[src/design/scsa_pkg.sv]
// Shared types and constants of the size-class slab allocator.
// No dependencies; scsa_ctrl, scsa_dp and the top level import this package.
package scsa_pkg;

   localparam logic       OP_ALLOC = 1'b0;
   localparam logic       OP_FREE  = 1'b1;

   localparam logic [1:0] STATUS_OK   = 2'd0;
   localparam logic [1:0] STATUS_OOM  = 2'd1;
   localparam logic [1:0] STATUS_HALT = 2'd2;

   localparam logic [1:0] KIND_UNUSED     = 2'd0;
   localparam logic [1:0] KIND_SLAB       = 2'd1;
   localparam logic [1:0] KIND_LARGE_HEAD = 2'd2;
   localparam logic [1:0] KIND_LARGE_CONT = 2'd3;

   localparam logic       REG_HEAP_BASE = 1'b0;
   localparam logic [63:0] HEAP_BASE_RESET = 64'hFFFF_FE00_0000_0000;

   localparam logic [31:0] MAX_SLAB_BYTES  = 32'd2048;
   localparam logic [11:0] SLAB_HDR_BYTES  = 12'd32;
   localparam logic [11:0] LARGE_HDR_BYTES = 12'd16;

   // Object slots per slab page for each size class.
   localparam logic [7:0] CLASS_CAP [8] = '{8'd254, 8'd127, 8'd63, 8'd31,
                                           8'd15, 8'd7, 8'd3, 8'd1};

   typedef struct packed {
      logic        op;
      logic [30:0] request_size;
      logic [63:0] free_address;
   } req_type;

   typedef struct packed {
      logic [63:0] result_address;
      logic [1:0]  status;
   } rsp_type;

   typedef struct packed {
      logic accept;
      logic set_halt;
      logic set_oom;
      logic walk_start;
      logic walk_rd;
      logic walk_next;
      logic sel_page;
      logic new_start;
      logic init_wr;
      logic new_fin;
      logic pop_rd;
      logic pop_wr;
      logic large_head;
      logic large_mark;
      logic large_fin;
      logic free_rd;
      logic free_slab_wr;
      logic free_rel_start;
      logic free_rel;
      logic rsp_load;
   } cmd_type;

   typedef struct packed {
      logic       halted;
      logic       op;
      logic       addr_zero;
      logic       is_large;
      logic       large_fits;
      logic       nfp_full;
      logic       pg_ok;
      logic [1:0] kind;
      logic       slab_ok;
      logic       count_nz;
      logic       p_zero;
      logic       init_last;
      logic       mark_done;
      logic       rel_done;
      logic       rsp_free;
   } stat_type;

endpackage

[src/design/scsa_ctrl.sv]
// Sequencing state machine of the slab allocator.
// Depends on scsa_pkg; drives the datapath through cmd_type, reads stat_type.
module scsa_ctrl import scsa_pkg::*; (
   input  logic     clock,
   input  logic     reset,
   input  logic     req_valid,
   output logic     req_ready,
   input  stat_type st,
   output cmd_type  cmd
);

   typedef enum logic [12:0] {
      S_IDLE   = 13'b0000000000001,
      S_DECIDE = 13'b0000000000010,
      S_WALK   = 13'b0000000000100,
      S_WCHK   = 13'b0000000001000,
      S_NEW    = 13'b0000000010000,
      S_INIT   = 13'b0000000100000,
      S_NFIN   = 13'b0000001000000,
      S_POPRD  = 13'b0000010000000,
      S_POPWR  = 13'b0000100000000,
      S_LMARK  = 13'b0001000000000,
      S_FCHK   = 13'b0010000000000,
      S_FREL   = 13'b0100000000000,
      S_DONE   = 13'b1000000000000
   } state_type;

   state_type state_ff, state_in;

   assign req_ready = (state_ff == S_IDLE);

   always_comb begin
      state_in = state_ff;
      cmd      = '0;
      unique case (state_ff)
         S_IDLE: begin
            if (req_valid) begin
               cmd.accept = 1'b1;
               state_in   = S_DECIDE;
            end
         end
         S_DECIDE: begin
            if (st.halted) begin
               cmd.set_halt = 1'b1;
               state_in     = S_DONE;
            end else if (st.op == OP_ALLOC) begin
               if (!st.is_large) begin
                  cmd.walk_start = 1'b1;
                  state_in       = S_WALK;
               end else if (st.large_fits) begin
                  cmd.large_head = 1'b1;
                  state_in       = S_LMARK;
               end else begin
                  cmd.set_oom = 1'b1;
                  state_in    = S_DONE;
               end
            end else if (st.addr_zero) begin
               state_in = S_DONE;
            end else if (!st.pg_ok) begin
               cmd.set_halt = 1'b1;
               state_in     = S_DONE;
            end else begin
               cmd.free_rd = 1'b1;
               state_in    = S_FCHK;
            end
         end
         S_WALK: begin
            if (st.p_zero) begin
               state_in = S_NEW;
            end else begin
               cmd.walk_rd = 1'b1;
               state_in    = S_WCHK;
            end
         end
         S_WCHK: begin
            if (st.count_nz) begin
               cmd.sel_page = 1'b1;
               state_in     = S_POPRD;
            end else begin
               cmd.walk_next = 1'b1;
               state_in      = S_WALK;
            end
         end
         S_NEW: begin
            if (st.nfp_full) begin
               cmd.set_oom = 1'b1;
               state_in    = S_DONE;
            end else begin
               cmd.new_start = 1'b1;
               state_in      = S_INIT;
            end
         end
         S_INIT: begin
            cmd.init_wr = 1'b1;
            if (st.init_last) begin
               state_in = S_NFIN;
            end
         end
         S_NFIN: begin
            cmd.new_fin = 1'b1;
            state_in    = S_DONE;
         end
         S_POPRD: begin
            cmd.pop_rd = 1'b1;
            state_in   = S_POPWR;
         end
         S_POPWR: begin
            cmd.pop_wr = 1'b1;
            state_in   = S_DONE;
         end
         S_LMARK: begin
            if (st.mark_done) begin
               cmd.large_fin = 1'b1;
               state_in      = S_DONE;
            end else begin
               cmd.large_mark = 1'b1;
            end
         end
         S_FCHK: begin
            if (st.kind == KIND_SLAB) begin
               if (st.slab_ok) begin
                  cmd.free_slab_wr = 1'b1;
               end else begin
                  cmd.set_halt = 1'b1;
               end
               state_in = S_DONE;
            end else if (st.kind == KIND_LARGE_HEAD) begin
               cmd.free_rel_start = 1'b1;
               state_in           = S_FREL;
            end else begin
               cmd.set_halt = 1'b1;
               state_in     = S_DONE;
            end
         end
         S_FREL: begin
            if (st.rel_done) begin
               state_in = S_DONE;
            end else begin
               cmd.free_rel = 1'b1;
            end
         end
         S_DONE: begin
            if (st.rsp_free) begin
               cmd.rsp_load = 1'b1;
               state_in     = S_IDLE;
            end
         end
         default: begin
            state_in = S_IDLE;
         end
      endcase
   end

   always_ff @(posedge clock) begin
      if (reset) begin
         state_ff <= S_IDLE;
      end else begin
         state_ff <= state_in;
      end
   end

endmodule

[config.mk]
export PLATFORM = sky130hd
export DESIGN_NAME = scsa_ctrl
export DESIGN_NICKNAME = d
export VERILOG_FILES = /design/src/design/scsa_pkg.sv /design/src/design/scsa_ctrl.sv
export SDC_FILE = /design/constraint.sdc
export NUM_CORES = 1
export LEC_CHECK = 0
export ABC_CLOCK_PERIOD_IN_PS = 3600
export BUFFER_PORTS_ARGS = -buffer_cell sky130_fd_sc_hd__clkbuf_2
export CORE_UTILIZATION = 30
export CTS_CLUSTER_DIAMETER = 50
export DETAILED_ROUTE_END_ITERATION = 8
export GPL_ROUTABILITY_DRIVEN = 0
export MAX_ROUTING_LAYER = met4
export SYNTH_ARGS = -nofsm -noshare
export SYNTH_HDL_FRONTEND = slang
export SYNTH_SLANG_ARGS = --single-unit
[constraint.sdc]
create_clock -name clock -period 3.6 [get_ports clock]
set_clock_uncertainty 0.15 [all_clocks]
set_input_delay 0.54 -clock clock [delete_from_list [all_inputs] [get_ports clock]]
set_output_delay 0.54 -clock clock [all_outputs]
set_load 0.02 [all_outputs]
==> results of run 1 <==
[cell usage after synthesis]
| cell | n | area share [%] |
|---|---|---|
| dfxtp_1 | 13 | 26 |
| nor3_1 | 12 | 5.9 |
| nor2_1 | 11 | 4.1 |
| nor4_1 | 7 | 4.3 |
| inv_1 | 6 | 2.2 |
| nand2b_1 | 6 | 3.7 |
| nand2_1 | 5 | 1.8 |
| and2_1 | 4 | 2.5 |
| nor3b_1 | 4 | 3.0 |
| nor4b_1 | 4 | 3.4 |
| o21ai_0 | 4 | 2.0 |
| and3_1 | 3 | 1.8 |
| nand3_1 | 3 | 1.5 |
| nand4b_1 | 3 | 2.6 |
| o21a_1 | 3 | 2.2 |
| and4_1 | 2 | 1.7 |
| buf_2 | 2 | 0.99 |
| nand3b_1 | 2 | 1.5 |
| nor2b_1 | 2 | 1.2 |
| nor3_2 | 2 | 2.0 |
| nor4_4 | 2 | 4.2 |
| o311ai_0 | 2 | 1.7 |
| xnor2_1 | 2 | 1.7 |
| xor2_1 | 2 | 1.7 |
| a211oi_1 | 1 | 0.74 |
| a21o_1 | 1 | 0.74 |
| a2bb2o_1 | 1 | 0.99 |
| a31o_2 | 1 | 0.86 |
| and2b_1 | 1 | 0.74 |
| and3b_1 | 1 | 0.86 |
| nand3_4 | 1 | 1.7 |
| nand4_1 | 1 | 0.62 |
| nand4_2 | 1 | 1.2 |
| nor3b_2 | 1 | 1.2 |
| o22a_1 | 1 | 0.86 |
| o31a_1 | 1 | 0.86 |
| o31ai_1 | 1 | 0.74 |
| o31ai_2 | 1 | 1.2 |
| or2b_1 | 1 | 0.74 |
| or3_1 | 1 | 0.62 |
| or4_1 | 1 | 0.74 |
| or4_4 | 1 | 1.1 |
[worst max-delay path, cell delays in order (launching register included)]
cell	delay, ps
dfxtp_1	370
nor4_4	510
nand3_4	180
or4_4	530
nor2_1	110
clkbuf_2	170
[where the power goes]
part | internal, mW | total, mW | switching (mW)
Clock | 0.0430 | 0.0953 | 0.0523
Combinational | 0.0390 | 0.0961 | 0.0571
Sequential | 0.149 | 0.163 | 0.0143
[through the flow]
step / instances / setup WS [ps]
detailed placement: 205 / 1095
global route: 209 / 599.1
global placement: 205 / 1165
CTS: 209 / 757.7
finish: 209 / 769.2
floorplan: 124 / 1137
[cells in the final DEF (no fill, tap or decap), types with 5 or more instances in the layout]
cell,count
nand2_1,5
nor4_1,7
dfxtp_1,13
nor3_1,12
inv_1,6
nand2b_1,6
nor2_1,11
clkbuf_2,39
[cell families (layout without fill, tap and decap cells)]
family                 after synthesis  in the layout  synth area share [%]
XOR/XNOR                             4              4                 3.449
buffers and inverters                8             49                 3.202
flip-flops                          13             13                 25.62
AND/OR/NAND/NOR                     82             82                 54.80
AO/OA/AOI/OAI                       17             17                 12.93
[area by class of cell]
| cell class | count | area [sq um] |
|---|---|---|
| clock buffer | 4 | 26.28 |
| fill | 328 | 1846 |
| inverter | 6 | 22.52 |
| multi-input combinational | 103 | 723.2 |
| sequential | 13 | 260.3 |
| tap | 44 | 55.05 |
| timing repair buffer | 39 | 195.2 |
[layer usage]
| metal | wire (um) | global-route usage, % |
|---|---|---|
| met5 | 0 | - |
| met4 | 18 | 4.983 |
| met3 | 169 | 3.896 |
| met2 | 1326 | 27.47 |
| met1 | 1273 | 23.00 |
[final timing paths]
path                                          startpoint                        end  slack (ps)
worst max-delay path            state_ff[4]$_SDFFE_PP0P_                    cmd[15]         770
worst min-delay path                               st[4]   state_ff[3]$_SDFFE_PP0P_         300
worst max register to register  state_ff[1]$_SDFFE_PP0P_  state_ff[12]$_SDFFE_PP0P_        1590
worst min register to register  state_ff[2]$_SDFFE_PP0P_   state_ff[4]$_SDFFE_PP0P_         560
==> results.sh, run 1 <==
export IMPL_clkTransAtPathRegs_ps=80
export IMPL_nets=185
export IMPL_avgSynthCellArea_sq_um=8.193
export IMPL_ir_drop_mv=0.1278
export IMPL_cts_tree="yes"
export IMPL_synth_cells=124
export IMPL_ioPinCount=40
export IMPL_yosysSeqAreaShare_pct=25.62
export IMPL_cp_arrival_ps=2140
export IMPL_grt_max_degree=11
export IMPL_p_leak_nw=0.5605
export IMPL_fmax_mhz=353.3
export IMPL_setup_tns_final_ps=0
export IMPL_wirelength_um=2786
export IMPL_regMostFlops="state_ff"
export IMPL_ant_nets=0
export IMPL_crit_path_start_kind="flop"
export IMPL_port_buffers=39
export IMPL_vias=1118
export IMPL_row_count=20
export IMPL_max_slew_margin_pct=68.15
export IMPL_reg_top3="state_ff x13"
export IMPL_total_power_mw=0.3548
export IMPL_synth_seq_cells=13
export IMPL_first_pass_iters=4
export IMPL_clockRootBuffer="clkbuf_4"
export IMPL_placed_area_sq_um=1256
export IMPL_cts_inserted_buffers=3
export IMPL_synth_area_sq_um=1016
export IMPL_r2r_cells=5
export IMPL_design_area_sq_um=1282
export IMPL_critical_path_class="flop to output pin"
export IMPL_syn2layout_area_growth_pct=26.23
export IMPL_die_h_um=60.20
export IMPL_grt_pass1_vias=1007
export IMPL_whs_ps=297.4
export IMPL_drc_errors=0
export IMPL_status="finished, final reports clean"
export IMPL_antenna_found_initial=0
export IMPL_finalSetupViolations=0
export IMPL_yosysWarnings=0
export IMPL_cts_resized=0
export IMPL_hold_violations=0
export IMPL_cts_hold_buf=0
export IMPL_drive_gt1_share_pct=31.52
export IMPL_dieArea_sq_um=3623
export IMPL_critPathMaxFanout=6
export IMPL_drtIter0Drc=35
export IMPL_largest_reg_flops=13
export IMPL_cp_data_required_time_ps=2910
export IMPL_maxSlewViolCount=0
export IMPL_hold_path_class="input pin to flop"
export IMPL_final_util_pct=41.00
export IMPL_diodes=0
export IMPL_clock_latency_ps=280
export IMPL_cts_max_level=1
export IMPL_holdPathStages=2
export IMPL_period_share_pct=78.63
export IMPL_max_cap_viol_count=0
export IMPL_fin_crit_ps=2831
export IMPL_die_w_um=60.20
export IMPL_rsz0062_at_grt="false"
export IMPL_grt_usage_pct=17.76
export IMPL_endpoint_kind="output pin"
export IMPL_core_sq_um=3128
export IMPL_vias_per_cell=5.349
export IMPL_post_cts_setup_buffer_count=0
export IMPL_gr_total_overflow=0
export IMPL_cts_sinks=13
export IMPL_synth_cell_types=42
export IMPL_hpwl_um=2199
export IMPL_synthesis_nets=143
export IMPL_power_density_nw_per_um2=276.7
export IMPL_start_util_pct=32.48
export IMPL_grt_pass1_wl_um=4650
export IMPL_tightestPinTransition_ps=474.2
export IMPL_wire_per_inst_um=13.33
export IMPL_clockBufferDepth=2
No activity file was read; power rests on OpenSTA's default activity.
==> run 2, diff against run 1 <==
ABC_CLOCK_PERIOD_IN_PS = 2310   (was 3600)
clock period = 2.31 ns   (was 3.6 ns; I/O delays follow)
==> run 2 against run 1 <==
  * The flow now finishes with violations (setup timing)
  * Cell area increased by 30%
  * Total power increased by 81%
  * Register-to-register slack got worse by 1400 ps
  * Sequential share of layout area decreased by 3.6 points
  * First-iteration DRC count unchanged
  * Die area unchanged
  * Clock-buffer cell count unchanged
  * Critical path depth increased by 1
  * Critical path type unchanged
==> results.sh, run 2 (synthesis gave the netlist of run 1 again) <==
export IMPL_cts_max_level=1
export IMPL_endpoint_kind="output pin"
export IMPL_design_area_sq_um=1668
export IMPL_startpoint="state_ff[0]$_SDFFE_PP1P_"
export IMPL_gr_total_overflow=0
export IMPL_drive_gt1_share_pct=54.84
export IMPL_hold_path_class="input pin to flop"
export IMPL_max_cap_viol_count=0
export IMPL_critical_path_class="flop to output pin"
export IMPL_dieArea_sq_um=3623
export IMPL_cp_cell_sequence="nor4_4 -> buf_4 -> buf_6 -> and3b_1 -> and4_1 -> clkbuf_8"
export IMPL_ir_drop_mv=0.2937
export IMPL_instances_no_fill=230
export IMPL_grt_pass1_wl_um=5347
export IMPL_seqPwrFrac_pct=39.1
export IMPL_pre_cts_ws_ps=100.5
export IMPL_period_share_pct=102.5
export IMPL_final_common_cell="buf_4"
export IMPL_core_sq_um=3128
export IMPL_max_slew_margin_pct=70.98
export IMPL_nets=206
export IMPL_r2r_cells=7
export IMPL_rsz0062_at_grt="true"
export IMPL_hpwl_um=2399
export IMPL_vias_per_cell=5.374
export IMPL_clockBufferDepth=2
export IMPL_fillerInstances=317
export IMPL_setup_slack_ps=-56.82
export IMPL_maxSlewViolCount=0
export IMPL_fin_crit_ps=2367
export IMPL_antenna_found_initial=0
export IMPL_fmax_mhz=422.5
export IMPL_seqCellArea_sq_um=277.8
export IMPL_p_comb_share_pct=37.9
export IMPL_status="complete, but fails checks"
export IMPL_grt_usage_pct=20.40
export IMPL_power_frac_clock_pct=23.0
export IMPL_crit_slowest_cell="dfxtp_4"
export IMPL_syn2layout_area_growth_pct=64.16
export IMPL_final_cell_mix="buf_4 (28), clkbuf_2 (24), nor2_1 (7), nor3_1 (7), nand2b_1 (6)"
export IMPL_cts_inserted_buffers=3
export IMPL_start_util_pct=32.48
export IMPL_drtIter0Drc=35
export IMPL_first_pass_iters=4
export IMPL_largest_reg_flops=13
export IMPL_reg_top3="state_ff x13"
export IMPL_wire_per_inst_um=14.86
export IMPL_placed_area_sq_um=1331
export IMPL_power_density_nw_per_um2=384.2
export IMPL_clkTransAtPathRegs_ps=100
export IMPL_ff2ff_setup_slack_ps=210
export IMPL_rr_endpoint="state_ff[12]$_SDFFE_PP0P_"
export IMPL_regMostFlops="state_ff"
export IMPL_drc_errors=0
export IMPL_port_buffers=39
export IMPL_cts_tree="yes"
export IMPL_critPathMaxFanout=4
export IMPL_path_buf_inv=3
export IMPL_setup_tns_final_ps=-218.7
export IMPL_crit_path_start_kind="flop"
export IMPL_wirelength_um=3418
export IMPL_final_util_pct=53.32
export IMPL_clockRootBuffer="clkbuf_4"
export IMPL_p_sw_share_pct=35.17
export IMPL_r2r_start="state_ff[2]$_SDFFE_PP0P_"
export IMPL_clock_latency_ps=290
export IMPL_whs_ps=109.1
export IMPL_intPower_mw=0.4154
export IMPL_row_count=20
export IMPL_grt_max_degree=9
export IMPL_p_switching_mw=0.2254
export IMPL_tightestPinTransition_ps=431.9
export IMPL_dpl_cell_count=215
export IMPL_die_h_um=60.20
export IMPL_endpoint="cmd[10]"
export IMPL_cp_data_required_time_ps=1810
export IMPL_path_depth=6
export IMPL_vias=1236
export IMPL_violations="setup timing"
export IMPL_p_leak_nw=0.7154
export IMPL_worst_path_dominant_cell_family="simple AND/OR/NAND/NOR gates"
export IMPL_cp_arrival_ps=1870
export IMPL_total_power_mw=0.6408
export IMPL_ioPinCount=40
export IMPL_hold_violations=0
export IMPL_die_w_um=60.20
export IMPL_multi_input_area_sq_um=857.1
export IMPL_diodes=0
export IMPL_finalSetupViolations=7
export IMPL_cts_sinks=13
export IMPL_grt_pass1_vias=1181
export IMPL_cpPeakStageDelay_ps=380
export IMPL_ant_nets=0
-- run 2: changes by cell type in the layout (fill, tap and decap cells not counted), sizes merged --
cell / before / now
buf: 0 / 34
clkbuf: 43 / 30
-- run 2: final cells by class --
cell class | count | share of cell area (%)
inverter | 6 | 1.500
timing repair buffer | 60 | 25.58
sequential | 13 | 16.65
tap | 44 | 3.301
multi-input combinational | 103 | 51.39
clock buffer | 4 | 1.575
-- run 2: what timing repair did --
item / in CTS / in global routing
setup buffers: 10 / 1
gates resized for setup: 42 / 33
endpoints found under the setup margin: 15 / 18
pin swaps: 9 / 8
endpoints found under the hold margin: 0 / 0
hold buffers: 0 / 0
-- run 2: power groups by stage --
stage          registers, mW  clock network, mW  logic, mW
3_5_place_dp           0.258                  0      0.169
4_1_cts                0.250              0.150      0.220
2_1_floorplan          0.245                  0      0.109
5_1_grt                0.252              0.163      0.257
3_3_place_gp           0.256                  0      0.169
6_report               0.251              0.147      0.243
-- run 2: worst min path at each step --
stage / endpoint / startpoint / cells after the start / slack (ps)
floorplan: state_ff[4]$_SDFFE_PP0P_ / reset / 1 / 270
global placement: state_ff[3]$_SDFFE_PP0P_ / st[4] / 2 / 390
detailed placement: state_ff[3]$_SDFFE_PP0P_ / st[4] / 2 / 390
CTS: state_ff[3]$_SDFFE_PP0P_ / st[4] / 2 / 90
global route: state_ff[3]$_SDFFE_PP0P_ / st[4] / 2 / 100
finish: state_ff[3]$_SDFFE_PP0P_ / st[4] / 2 / 110
-- run 2: per-layer routing --
metal	global-route usage (%)	up-vias	part of all wire, %
met5	-	-	0
met4	4.651	0	0.85
met3	4.113	4	4.9
met2	35.64	45	53
met1	23.73	588	41
li1	-	599	-
==> run 3, diff against run 2 <==
CORE_MARGIN = 2   (was not set)
==> run 3 against run 2 <==
  * The flow still finishes with violations (setup timing)
  * Flip-flop and latch count is the same
  * Via count grew 0.40%
  * Combinational power shrank 4%
  * Largest power group unchanged
==> results.sh, run 3 (synthesis gave the netlist of run 1 again) <==
export IMPL_fmax_mhz=423.3
export IMPL_gr_total_overflow=0
export IMPL_syn2layout_area_growth_pct=65.64
export IMPL_max_cap_viol_count=0
export IMPL_cts_max_level=1
export IMPL_vias=1241
export IMPL_min_from="st[3]"
export IMPL_violations="setup timing"
export IMPL_power_density_nw_per_um2=379.1
export IMPL_cts_sinks=13
export IMPL_finalSetupViolations=5
export IMPL_ff2ff_setup_slack_ps=250
export IMPL_rsz0062_at_grt="true"
export IMPL_tightestPinTransition_ps=348.7
export IMPL_fin_crit_ps=2362
export IMPL_r2r_start="state_ff[2]$_SDFFE_PP0P_"
export IMPL_setup_slack_ps=-52.15
export IMPL_cp_cell_sequence="nor4_4 -> buf_6 -> nand3_4 -> or4_4 -> nor2_4 -> buf_6"
export IMPL_diodes=0
export IMPL_largest_reg_flops=13
export IMPL_cp_data_required_time_ps=1810
export IMPL_ant_nets=0
export IMPL_die_w_um=62.20
export IMPL_max_slew_margin_pct=76.68
export IMPL_wire_per_inst_um=14.44
export IMPL_hold_violations=0
export IMPL_hold_path_class="input pin to flop"
export IMPL_rr_endpoint="state_ff[12]$_SDFFE_PP0P_"
export IMPL_hold_path_end="state_ff[6]$_SDFFE_PP0P_"
export IMPL_hpwl_um=2431
export IMPL_grt_pass1_vias=1183
export IMPL_cp_arrival_ps=1870
export IMPL_vias_per_cell=5.303
export IMPL_cts_inserted_buffers=3
export IMPL_start_util_pct=30.93
export IMPL_holdPathStages=3
export IMPL_endpoint_kind="output pin"
export IMPL_crit_slowest_cell="or4_4"
export IMPL_core_sq_um=3284
export IMPL_die_h_um=62.20
export IMPL_final_cell_mix="clkbuf_2 (25), buf_4 (22), buf_6 (10)"
export IMPL_cts_tree="yes"
export IMPL_crit_path_start_kind="flop"
export IMPL_grt_usage_pct=17.81
export IMPL_whs_ps=116.2
export IMPL_row_count=21
export IMPL_pre_cts_ws_ps=51.24
export IMPL_maxSlewViolCount=0
export IMPL_drive_gt1_share_pct=53.19
export IMPL_fillerInstances=302
export IMPL_port_buffers=39
export IMPL_critical_path_class="flop to output pin"
export IMPL_startpoint="state_ff[7]$_SDFFE_PP0P_"
export IMPL_placed_area_sq_um=1319
export IMPL_clock_latency_ps=290
export IMPL_first_pass_iters=5
export IMPL_clockBufferDepth=2
export IMPL_ir_drop_mv=0.1320
export IMPL_cpPeakStageDelay_ps=470
export IMPL_wirelength_um=3379
export IMPL_final_util_pct=51.24
export IMPL_reg_top3="state_ff x13"
export IMPL_p_leak_nw=0.7294
export IMPL_period_share_pct=102.3
export IMPL_path_common_cell="buf_6"
export IMPL_final_common_cell="clkbuf_2"
export IMPL_status="complete, but fails checks"
export IMPL_regMostFlops="state_ff"
export IMPL_grt_pass1_wl_um=5444
export IMPL_critPathMaxFanout=6
export IMPL_clkTransAtPathRegs_ps=90
export IMPL_dieArea_sq_um=3868
export IMPL_cts_hold_buf=0
export IMPL_nets=208
export IMPL_drc_errors=0
export IMPL_ioPinCount=40
export IMPL_design_area_sq_um=1683
export IMPL_clockRootBuffer="clkbuf_4"
export IMPL_drtIter0Drc=35
export IMPL_antenna_found_initial=0
export IMPL_grt_max_degree=9
export IMPL_r2r_cells=8
-- run 3: routing by layer --
| metal | GRT usage [%] | part of all wire [%] | vias up |
|---|---|---|---|
| li1 | - | - | 606 |
| met1 | 20.64 | 42 | 601 |
| met2 | 32.07 | 53 | 30 |
| met3 | 1.993 | 3.2 | 4 |
| met4 | 5.833 | 1.6 | 0 |
| met5 | - | 0 | - |
-- run 3: worst max path at each step --
stage	end	slack, ps
final	cmd[15]	-50
after global routing	cmd[15]	-150
after CTS	cmd[15]	-70
after detailed placement	cmd[15]	50
after global placement	cmd[15]	100
after floorplan	cmd[6]	40
-- run 3: what timing repair did --
| item | in CTS | in global routing |
|---|---|---|
| pin swaps | 6 | 9 |
| setup endpoints to repair | 15 | 16 |
| gates resized for setup | 26 | 49 |
| gates cloned | 0 | 0 |
| buffers inserted | 8 | 7 |
-- run 3: area by class of cell --
| cell class | count | area (sq um) | area share, % |
|---|---|---|---|
| flip-flops and latches | 13 | 277.8 | 16.51 |
| multi-input cells | 103 | 858.3 | 51.00 |
| well taps | 46 | 57.56 | 3.420 |
| inverters | 6 | 25.02 | 1.487 |
| clock buffers | 4 | 26.28 | 1.561 |
| repair buffers | 62 | 437.9 | 26.02 |
-- run 3: where the power goes --
part	internal, mW	switching [mW]
registers	0.233	0.0190
logic	0.111	0.122
clock network	0.0672	0.0854
total	0.412	0.226
-- run 3: worst max-delay path, delay by kind of cell, from the launching register on --
kind                   cells  cell delay, ps
buffers and inverters      2             290
flip-flops                 1             340
AND/OR/NAND/NOR            4             950
-- run 3: through the flow --
step,power [mW],cells,TNS (ps)
after floorplan,0.3545,124,0
after global placement,0.4244,215,0
after detailed placement,0.4266,215,0
after CTS,0.6036,227,-193.3
after global routing,0.6740,234,-1018
final,0.6379,234,-113.9
